## src/rtl/tpr_pkg.sv

```systemverilog
// Shared constants, codes and types of the telemetry poll responder
`timescale 1ns / 1ps

package tpr_pkg;

  // received frame store depth (stored bytes per frame, 2 to 15)
  localparam int RX_FRAME_BYTES = 8;
  localparam int RX_CNT_W       = $clog2(RX_FRAME_BYTES + 1);

  // answer packet length in unstuffed bytes
  localparam int PKT_LEN   = 8;
  localparam int PKT_CNT_W = $clog2(PKT_LEN);

  // depth of the answer queue between front and back
  localparam int ANS_QUEUE_DEPTH = 2;

  // line framing bytes
  localparam logic [7:0] FRAME_START = 8'h7E;
  localparam logic [7:0] FRAME_ESC   = 8'h7D;
  localparam logic [7:0] ESC_START   = 8'h5E;
  localparam logic [7:0] ESC_ESC     = 8'h5D;
  localparam logic [7:0] ESC_MASK    = 8'h5F;

  // input action codes
  localparam logic [1:0] ACT_RX   = 2'd0;
  localparam logic [1:0] ACT_LOAD = 2'd1;
  localparam logic [1:0] ACT_TICK = 2'd2;

  // configuration register indexes
  localparam int CFG_IDX_W = 2;
  localparam int CFG_DATA_W = 16;
  localparam logic [CFG_IDX_W-1:0] REG_POLL_ID      = 2'd0;
  localparam logic [CFG_IDX_W-1:0] REG_MIN_INTERVAL = 2'd1;
  localparam logic [CFG_IDX_W-1:0] REG_FRAME_TYPE   = 2'd2;

  // one configuration write transaction
  typedef struct packed {
    logic                  valid;
    logic [CFG_IDX_W-1:0]  index;
    logic [CFG_DATA_W-1:0] data;
  } cfg_wr_t;

  // one answer ready to send, bytes before stuffing
  typedef struct packed {
    logic                    data;
    logic [PKT_LEN-1:0][7:0] bytes;
  } answer_t;

endpackage

```

## src/rtl/tpr_front.sv

```systemverilog
// Front end: configuration registers, receive de-stuffing, poll detection, answer build
`timescale 1ns / 1ps

module tpr_front (
  input  logic             clk,
  input  logic             rst_n,
  input  tpr_pkg::cfg_wr_t cfg_wr,
  input  logic             accept,
  input  logic [1:0]       action,
  input  logic [7:0]       rx_byte,
  input  logic [15:0]      sensor_id,
  input  logic [31:0]      sensor_value,
  output logic             push,
  output tpr_pkg::answer_t push_data
);

  localparam int SUM_W = 11;

  logic [7:0]  poll_id_r;
  logic [15:0] min_interval_r;
  logic [7:0]  frame_type_r;

  logic [tpr_pkg::RX_CNT_W-1:0] rx_count_r;
  logic        escape_r;
  logic        word_pending_r;
  logic [15:0] held_id_r;
  logic [31:0] held_value_r;
  logic [15:0] ms_r;

  logic             is_rx;
  logic             plain_byte;
  logic [7:0]       rx_unesc;
  logic             send_data;
  logic [SUM_W-1:0] sum;
  logic [15:0]      neg_sum;
  logic [7:0]       checksum;

  // receive byte decode
  always_comb begin
    is_rx      = accept && (action == tpr_pkg::ACT_RX);
    plain_byte = (rx_byte != tpr_pkg::FRAME_START) && (rx_byte != tpr_pkg::FRAME_ESC);
    rx_unesc   = rx_byte;
    if (escape_r && (rx_byte == tpr_pkg::ESC_START)) begin
      rx_unesc = tpr_pkg::FRAME_START;
    end else if (escape_r && (rx_byte == tpr_pkg::ESC_ESC)) begin
      rx_unesc = tpr_pkg::FRAME_ESC;
    end
    push = is_rx && plain_byte && (rx_count_r == '0) && (rx_unesc == poll_id_r);
  end

  // answer contents from the held word, or all zero bytes when no data answer is due
  always_comb begin
    send_data = word_pending_r && (ms_r >= min_interval_r);
    sum = {3'b0, frame_type_r} + {3'b0, held_id_r[7:0]} + {3'b0, held_id_r[15:8]}
        + {3'b0, held_value_r[7:0]} + {3'b0, held_value_r[15:8]}
        + {3'b0, held_value_r[23:16]} + {3'b0, held_value_r[31:24]};
    neg_sum  = 16'(17'h10000 - {6'b0, sum});
    checksum = 8'(neg_sum[7:0] + neg_sum[15:8]);
    push_data.data  = send_data;
    push_data.bytes = '0;
    if (send_data) begin
      push_data.bytes[0] = frame_type_r;
      push_data.bytes[1] = held_id_r[7:0];
      push_data.bytes[2] = held_id_r[15:8];
      push_data.bytes[3] = held_value_r[7:0];
      push_data.bytes[4] = held_value_r[15:8];
      push_data.bytes[5] = held_value_r[23:16];
      push_data.bytes[6] = held_value_r[31:24];
      push_data.bytes[tpr_pkg::PKT_LEN-1] = checksum;
    end
  end

  // configuration registers
  always_ff @(posedge clk) begin
    if (!rst_n) begin
      poll_id_r      <= 8'd0;
      min_interval_r <= 16'd10;
      frame_type_r   <= 8'd16;
    end else if (cfg_wr.valid) begin
      unique case (cfg_wr.index)
        tpr_pkg::REG_POLL_ID:      poll_id_r      <= cfg_wr.data[7:0];
        tpr_pkg::REG_MIN_INTERVAL: min_interval_r <= cfg_wr.data;
        tpr_pkg::REG_FRAME_TYPE:   frame_type_r   <= cfg_wr.data[7:0];
        default: ;
      endcase
    end
  end

  // frame, word and interval state
  always_ff @(posedge clk) begin
    if (!rst_n) begin
      rx_count_r     <= '0;
      escape_r       <= 1'b0;
      word_pending_r <= 1'b0;
      held_id_r      <= '0;
      held_value_r   <= '0;
      ms_r           <= '0;
    end else if (accept) begin
      unique case (action)
        tpr_pkg::ACT_LOAD: begin
          held_id_r      <= sensor_id;
          held_value_r   <= sensor_value;
          word_pending_r <= 1'b1;
        end
        tpr_pkg::ACT_TICK: begin
          if (ms_r < min_interval_r) begin
            ms_r <= ms_r + 16'd1;
          end
        end
        tpr_pkg::ACT_RX: begin
          if (rx_byte == tpr_pkg::FRAME_START) begin
            rx_count_r <= '0;
            escape_r   <= 1'b0;
          end else if (rx_byte == tpr_pkg::FRAME_ESC) begin
            escape_r <= 1'b1;
          end else begin
            escape_r <= 1'b0;
            if (push) begin
              if (send_data) begin
                ms_r           <= '0;
                word_pending_r <= 1'b0;
              end
            end else if (rx_count_r < tpr_pkg::RX_CNT_W'(tpr_pkg::RX_FRAME_BYTES)) begin
              rx_count_r <= rx_count_r + tpr_pkg::RX_CNT_W'(1);
            end
          end
        end
        default: ;
      endcase
    end
  end

endmodule

```

## src/rtl/tpr_queue.sv

```systemverilog
// Short answer queue between front end and transmit back end
`timescale 1ns / 1ps

module tpr_queue (
  input  logic             clk,
  input  logic             rst_n,
  input  logic             push,
  input  tpr_pkg::answer_t push_data,
  input  logic             pop,
  output tpr_pkg::answer_t head,
  output logic             full,
  output logic             empty
);

  localparam int DEPTH = tpr_pkg::ANS_QUEUE_DEPTH;
  localparam int PTR_W = (DEPTH > 1) ? $clog2(DEPTH) : 1;
  localparam int CNT_W = $clog2(DEPTH + 1);
  localparam logic [PTR_W-1:0] LAST_PTR = PTR_W'(DEPTH - 1);

  tpr_pkg::answer_t mem_r [DEPTH];
  logic [PTR_W-1:0] wr_ptr_r;
  logic [PTR_W-1:0] rd_ptr_r;
  logic [CNT_W-1:0] count_r;

  assign full  = (count_r == CNT_W'(DEPTH));
  assign empty = (count_r == '0);
  assign head  = mem_r[rd_ptr_r];

  // entry storage
  always_ff @(posedge clk) begin
    if (push) begin
      mem_r[wr_ptr_r] <= push_data;
    end
  end

  // pointers and fill count
  always_ff @(posedge clk) begin
    if (!rst_n) begin
      wr_ptr_r <= '0;
      rd_ptr_r <= '0;
      count_r  <= '0;
    end else begin
      if (push) begin
        wr_ptr_r <= (wr_ptr_r == LAST_PTR) ? '0 : wr_ptr_r + PTR_W'(1);
      end
      if (pop) begin
        rd_ptr_r <= (rd_ptr_r == LAST_PTR) ? '0 : rd_ptr_r + PTR_W'(1);
      end
      if (push && !pop) begin
        count_r <= count_r + CNT_W'(1);
      end else if (pop && !push) begin
        count_r <= count_r - CNT_W'(1);
      end
    end
  end

endmodule

```

## src/rtl/tpr_back.sv

```systemverilog
// Back end: byte stuffing serialiser with registered output
`timescale 1ns / 1ps

module tpr_back (
  input  logic             clk,
  input  logic             rst_n,
  input  tpr_pkg::answer_t head,
  input  logic             empty,
  output logic             pop,
  output logic             out_tvalid,
  input  logic             out_tready,
  output logic [7:0]       out_tdata,
  output logic             out_tlast,
  output logic             out_tuser
);

  localparam int CNT_W = tpr_pkg::PKT_CNT_W;
  localparam logic [CNT_W-1:0] LAST_IDX = CNT_W'(tpr_pkg::PKT_LEN - 1);

  logic                             active_r;
  logic                             esc_r;
  logic                             data_r;
  logic [CNT_W-1:0]                 cnt_r;
  logic [tpr_pkg::PKT_LEN-1:0][7:0] pkt_r;
  logic                             out_tvalid_r;
  logic [7:0]                       out_tdata_r;
  logic                             out_tlast_r;
  logic                             out_tuser_r;

  logic advance;
  logic need_esc;

  assign out_tvalid = out_tvalid_r;
  assign out_tdata  = out_tdata_r;
  assign out_tlast  = out_tlast_r;
  assign out_tuser  = out_tuser_r;

  // output slot free or being taken; load a new answer when idle
  assign advance  = !out_tvalid_r || out_tready;
  assign pop      = !active_r && !empty;
  assign need_esc = ((pkt_r[0] == tpr_pkg::FRAME_START) || (pkt_r[0] == tpr_pkg::FRAME_ESC))
                    && !esc_r;

  // serialiser control
  always_ff @(posedge clk) begin
    if (!rst_n) begin
      active_r     <= 1'b0;
      esc_r        <= 1'b0;
      cnt_r        <= '0;
      out_tvalid_r <= 1'b0;
    end else if (pop) begin
      active_r <= 1'b1;
      esc_r    <= 1'b0;
      cnt_r    <= '0;
      if (advance) begin
        out_tvalid_r <= 1'b0;
      end
    end else if (advance) begin
      out_tvalid_r <= active_r;
      if (active_r) begin
        if (need_esc) begin
          esc_r <= 1'b1;
        end else begin
          esc_r <= 1'b0;
          cnt_r <= cnt_r + CNT_W'(1);
          if (cnt_r == LAST_IDX) begin
            active_r <= 1'b0;
          end
        end
      end
    end
  end

  // packet bytes and output payload
  always_ff @(posedge clk) begin
    if (pop) begin
      pkt_r  <= head.bytes;
      data_r <= head.data;
    end else if (advance && active_r) begin
      out_tuser_r <= data_r;
      if (need_esc) begin
        out_tdata_r <= tpr_pkg::FRAME_ESC;
        out_tlast_r <= 1'b0;
      end else begin
        out_tdata_r <= esc_r ? (pkt_r[0] & tpr_pkg::ESC_MASK) : pkt_r[0];
        out_tlast_r <= (cnt_r == LAST_IDX);
        for (int i = 0; i < tpr_pkg::PKT_LEN - 1; i++) begin
          pkt_r[i] <= pkt_r[i+1];
        end
        pkt_r[tpr_pkg::PKT_LEN-1] <= '0;
      end
    end
  end

endmodule

```

## src/rtl/telemetry_poll_responder.sv

```systemverilog
// Top level of the telemetry poll responder
//
//  channel | dir | handshake              | payload
//  in_     | in  | in_tvalid / in_tready  | tuser action, tdata rx byte, sensor id, value
//  out_    | out | out_tvalid / out_tready| tdata line byte, tlast end of answer, tuser data
//  cfg_    | in  | cfg_valid / cfg_ready  | cfg_index register, cfg_data value
//
// One input transaction per cycle while the two-entry answer queue has room.
// A poll hit queues one answer; the back end loads it and sends it as 8 to 16
// line bytes from the stuffing serialiser, one line byte per cycle unless out_tready stalls.
// in_tready falls only while the queue is full; output stalls hold the byte.
// Synchronous active-low reset; no clearing pass, cfg_ready is always high.
`timescale 1ns / 1ps

module telemetry_poll_responder (
  input  logic        clk,
  input  logic        rst_n,
  input  logic        in_tvalid,
  output logic        in_tready,
  input  logic [55:0] in_tdata,   // rx_byte[7:0], sensor_id[23:8], sensor_value[55:24]
  input  logic [1:0]  in_tuser,   // action[1:0]
  output logic        out_tvalid,
  input  logic        out_tready,
  output logic [7:0]  out_tdata,  // tx_byte[7:0]
  output logic        out_tlast,
  output logic        out_tuser,  // carries_data[0]
  input  logic        cfg_valid,
  output logic        cfg_ready,
  input  logic [1:0]  cfg_index,
  input  logic [15:0] cfg_data
);

  tpr_pkg::cfg_wr_t cfg_wr;
  tpr_pkg::answer_t push_data;
  tpr_pkg::answer_t head;
  logic             push;
  logic             pop;
  logic             full;
  logic             empty;
  logic             accept;

  // handshakes
  assign cfg_ready    = 1'b1;
  assign cfg_wr.valid = cfg_valid;
  assign cfg_wr.index = cfg_index;
  assign cfg_wr.data  = cfg_data;
  assign in_tready    = !full;
  assign accept       = in_tvalid && in_tready;

  tpr_front u_front (
    .clk          (clk),
    .rst_n        (rst_n),
    .cfg_wr       (cfg_wr),
    .accept       (accept),
    .action       (in_tuser),
    .rx_byte      (in_tdata[7:0]),
    .sensor_id    (in_tdata[23:8]),
    .sensor_value (in_tdata[55:24]),
    .push         (push),
    .push_data    (push_data)
  );

  tpr_queue u_queue (
    .clk       (clk),
    .rst_n     (rst_n),
    .push      (push),
    .push_data (push_data),
    .pop       (pop),
    .head      (head),
    .full      (full),
    .empty     (empty)
  );

  tpr_back u_back (
    .clk        (clk),
    .rst_n      (rst_n),
    .head       (head),
    .empty      (empty),
    .pop        (pop),
    .out_tvalid (out_tvalid),
    .out_tready (out_tready),
    .out_tdata  (out_tdata),
    .out_tlast  (out_tlast),
    .out_tuser  (out_tuser)
  );

endmodule

```

## config.mk

```make
export PLATFORM = sky130hd
export DESIGN_NAME = telemetry_poll_responder
export DESIGN_NICKNAME = d
export VERILOG_FILES = /design/src/rtl/tpr_pkg.sv /design/src/rtl/tpr_front.sv /design/src/rtl/tpr_queue.sv /design/src/rtl/tpr_back.sv /design/src/rtl/telemetry_poll_responder.sv
export SDC_FILE = /design/constraint.sdc
export NUM_CORES = 1
export LEC_CHECK = 0
export BUFFER_PORTS_ARGS = -buffer_cell sky130_fd_sc_hd__buf_2
export CAP_MARGIN = 20
export CORE_MARGIN = 2
export CORE_UTILIZATION = 60
export CTS_CLUSTER_SIZE = 28
export DETAILED_ROUTE_END_ITERATION = 7
export PLACE_DENSITY = 0.77
export RECOVER_POWER = 25
export SLEW_MARGIN = 25
export SYNTH_ARGS = -nofsm -noshare
export SYNTH_HDL_FRONTEND = slang
export SYNTH_SLANG_ARGS = --single-unit
```

## constraint.sdc

```tcl
create_clock -name clk -period 10.9 [get_ports clk]
set_input_delay 1.09 -clock clk [delete_from_list [all_inputs] [get_ports clk]]
set_output_delay 1.09 -clock clk [all_outputs]
set_load 0.005 [all_outputs]
```

==> impl_metrics.toml <==
[logic_synthesis]
synthTopCellsByCount = "218 x nand2_1, 205 x edfxtp_1, 113 x dfxtp_1"
syn_inst = 1321
synth-seq-area-share_pct = 56.59
syn_area_per_cell_um2 = 11.26
synth_edf_count = 205
syn_area_mm2 = 0.01487
synth_ff_type = "edfxtp_1"
synth_seq_cells = 318
yosysUniqueCellTypes = 81
async_flop_share_pct = 0
ys_top_cells_by_area = "edfxtp_1 41%, dfxtp_1 15%, mux2i_1 5.5%, nand2_1 5.5%, fa_1 4.6%"
synth_nets = 1484
synth_most_common_cell = "nand2_1"
synth.top_cell.area_share_pct = 41.39
synth.largest_area_cell = "edfxtp_1"
ys_warn_count = 0

[die]
start_util_pct = 61.16
core_mm2 = 0.02432
die_h_um = 161.5
fp-row-count = 57
dieWidth_um = 161.5
num_io_pins = 94
dieArea_mm2 = 0.02607

[critical_path]
slowest_delay_ps = 550
critPathKind = "reg -> reg"
cp-start-kind = "flop"
crit_top_cell = "fa_1"
critPathBufInv = 1
cp.required_ps = 11190
worst-endpoint-arrival_ps = 7570
path_delay_family = "adder cells"
end_kind = "flop"
path_max_fanout = 6
critPathSlowestCell = "fa_1"

[run]
drv_cap = 6

[timing]
fin_worst_skew_ps = 20.19
max_freq_ghz = 0.1374
slew_viol_final = 307
hold_viol = 0
tns_ps = 0
maxSlewHeadroom_pct = -110.0
setup_violations = 0
finalCritPeriodShare_pct = 66.79
rsz0062_at_grt = "false"
worst_pin_slew_ps = 3150
period_minus_slack_ps = 7280

[clock_network]
insertion_delay_ps = 560
cts_root_buf = "clkbuf_16"
numCtsBuffers = 31
cts_max_level = 1
tritoncts = "yes"
ctsHoldBuffers = 0
clkSinkCount = 318
post_cts_buffers = 0
clock_path_buffers = 3
cts-resized-gates = 0
clkTransAtPathRegs_ps = 60

[routing]
wl_per_cell_um = 17.51
firstDrtPassIters = 5
ant_nets = 0
via_per_inst = 5.564
drc = 0
initialDrtViolationCount = 719
drt_wl_total_um = 30510
vias = 9698

[layout]
drive_gt1_share_pct = 11.84
fin_nets = 1558
area_delta_synth_final_pct = 11.86
diodes = 0

[place]
gp_congestion = 0.8338
hpwl_um = 20180
port_buffers = 92

[power]
leakagePower_nw = 6.659
p_total_mw = 3.594
peakVddDrop_mv = 0.1967
power_density_mw_per_mm2 = 216.0

[min_path]
hold_class = "reg -> reg"

[status]
status = "finished with violations"
violations = "max-capacitance violations, max-slew violations"

[global_routing]
grt_max_degree = 77
grt_pass1_wl_um = 49120
first_global_vias = 9625
global_route.overflow_total = 0
grt_use_total_pct = 23.80
antenna_found_initial = 0
[flip-flops by register name, summed over array words and instances (netlist names), 16 cells and up, named ones only]
signal	flops
u_front.held_value_r	32
u_queue.mem_r	130
u_front.min_interval_r	16
u_front.held_id_r	16
u_front.ms_r	16
u_back.pkt_r	64
[path summary, 6_finish.rpt]
check / slack (ps) / start / cells after the start / endpoint
setup / recovery: 3620 / u_front.held_id_r[0]$_SDFFE_PN0P_ / 25 / u_queue.mem_r[1][63]$_DFFE_PP_
hold / removal: 440 / u_back.data_r$_DFFE_PP_ / 0 / u_back.out_tuser$_DFFE_PP_
setup reg to reg: 3620 / u_front.held_id_r[0]$_SDFFE_PN0P_ / 25 / u_queue.mem_r[1][63]$_DFFE_PP_
hold reg to reg: 440 / u_back.data_r$_DFFE_PP_ / 0 / u_back.out_tuser$_DFFE_PP_
[report_power, final]
| group | internal [mW] | switching, mW | total [mW] |
|---|---|---|---|
| clock | 0.664 | 0.444 | 1.11 |
| sequential | 1.55 | 0.0782 | 1.63 |
| combinational | 0.314 | 0.545 | 0.858 |
[final cells by class]
class | count | area (µm²)
Clock buffer | 46 | 899.6
Clock inverter | 11 | 165.2
Fill cell | 1836 | 7681
Inverter | 92 | 345.3
Multi-Input combinational cell | 849 | 5886
Sequential cell | 318 | 8418
Tap cell | 324 | 405.4
Timing Repair Buffer | 103 | 519.2
[placed cells by master, fill, tap and decap left out, drive strengths merged, types with 3 or more instances in the layout]
| cell | instances |
|---|---|
| clkbuf | 55 |
| and2 | 64 |
| nor3b | 6 |
| dfxtp | 113 |
| nand4 | 4 |
| nand2 | 218 |
| clkinvlp | 3 |
| ha | 48 |
| a21o | 6 |
| mux2i | 82 |
| o21ai | 68 |
| o211a | 4 |
| nor2b | 6 |
| fa | 34 |
| o31a | 3 |
| and3 | 12 |
| a21oi | 91 |
| or3 | 3 |
| or2 | 5 |
| clkinv | 3 |
| xor2 | 17 |
| mux2 | 3 |
| o31ai | 3 |
| xnor2 | 20 |
| o21bai | 6 |
| bufinv | 4 |
| a221o | 14 |
| nand3 | 13 |
| o211ai | 4 |
| nand2b | 4 |
| nor2 | 60 |
| edfxtp | 205 |
| nor3 | 9 |
| buf | 94 |
| inv | 93 |
| nor4 | 8 |
[cell families after synthesis]
| logic type | after synthesis | synth area share [%] |
|---|---|---|
| flip-flops | 318 | 56.59 |
| other | 1 | 0.02521 |
| adder cells (fa/ha/maj) | 82 | 8.614 |
| buffers and inverters | 154 | 4.038 |
| multiplexers | 85 | 5.745 |
| AO/OA/AOI/OAI | 218 | 9.043 |
| AND/OR/NAND/NOR | 426 | 13.71 |
| XOR/XNOR | 37 | 2.229 |
[metrics by stage]
| step | instance area, µm² | util (%) | setup slack, ps | std cells | hold WS [ps] |
|---|---|---|---|---|---|
| floorplan | 14870 | - | 2270 | 1321 | 400.3 |
| global placement | 15610 | 64.20 | 3966 | 1686 | 404.0 |
| detailed placement | 15610 | 64.20 | 3739 | 1686 | 422.7 |
| CTS | 16680 | 68.58 | 3617 | 1743 | 436.9 |
| global route | 16640 | 68.42 | 3336 | 1743 | 444.7 |
| finish | 16640 | 68.42 | 3620 | 1743 | 437.9 |
[per-layer routing]
layer / vias to the layer above / wire length (µm) / track usage, %
li1: 4740 / - / -
met1: 4693 / 12770 / 31.15
met2: 215 / 15530 / 41.63
met3: 50 / 1422 / 3.005
met4: 0 / 792 / 7.386
met5: - / 0 / 0
Power figures use the tool's default switching activity.
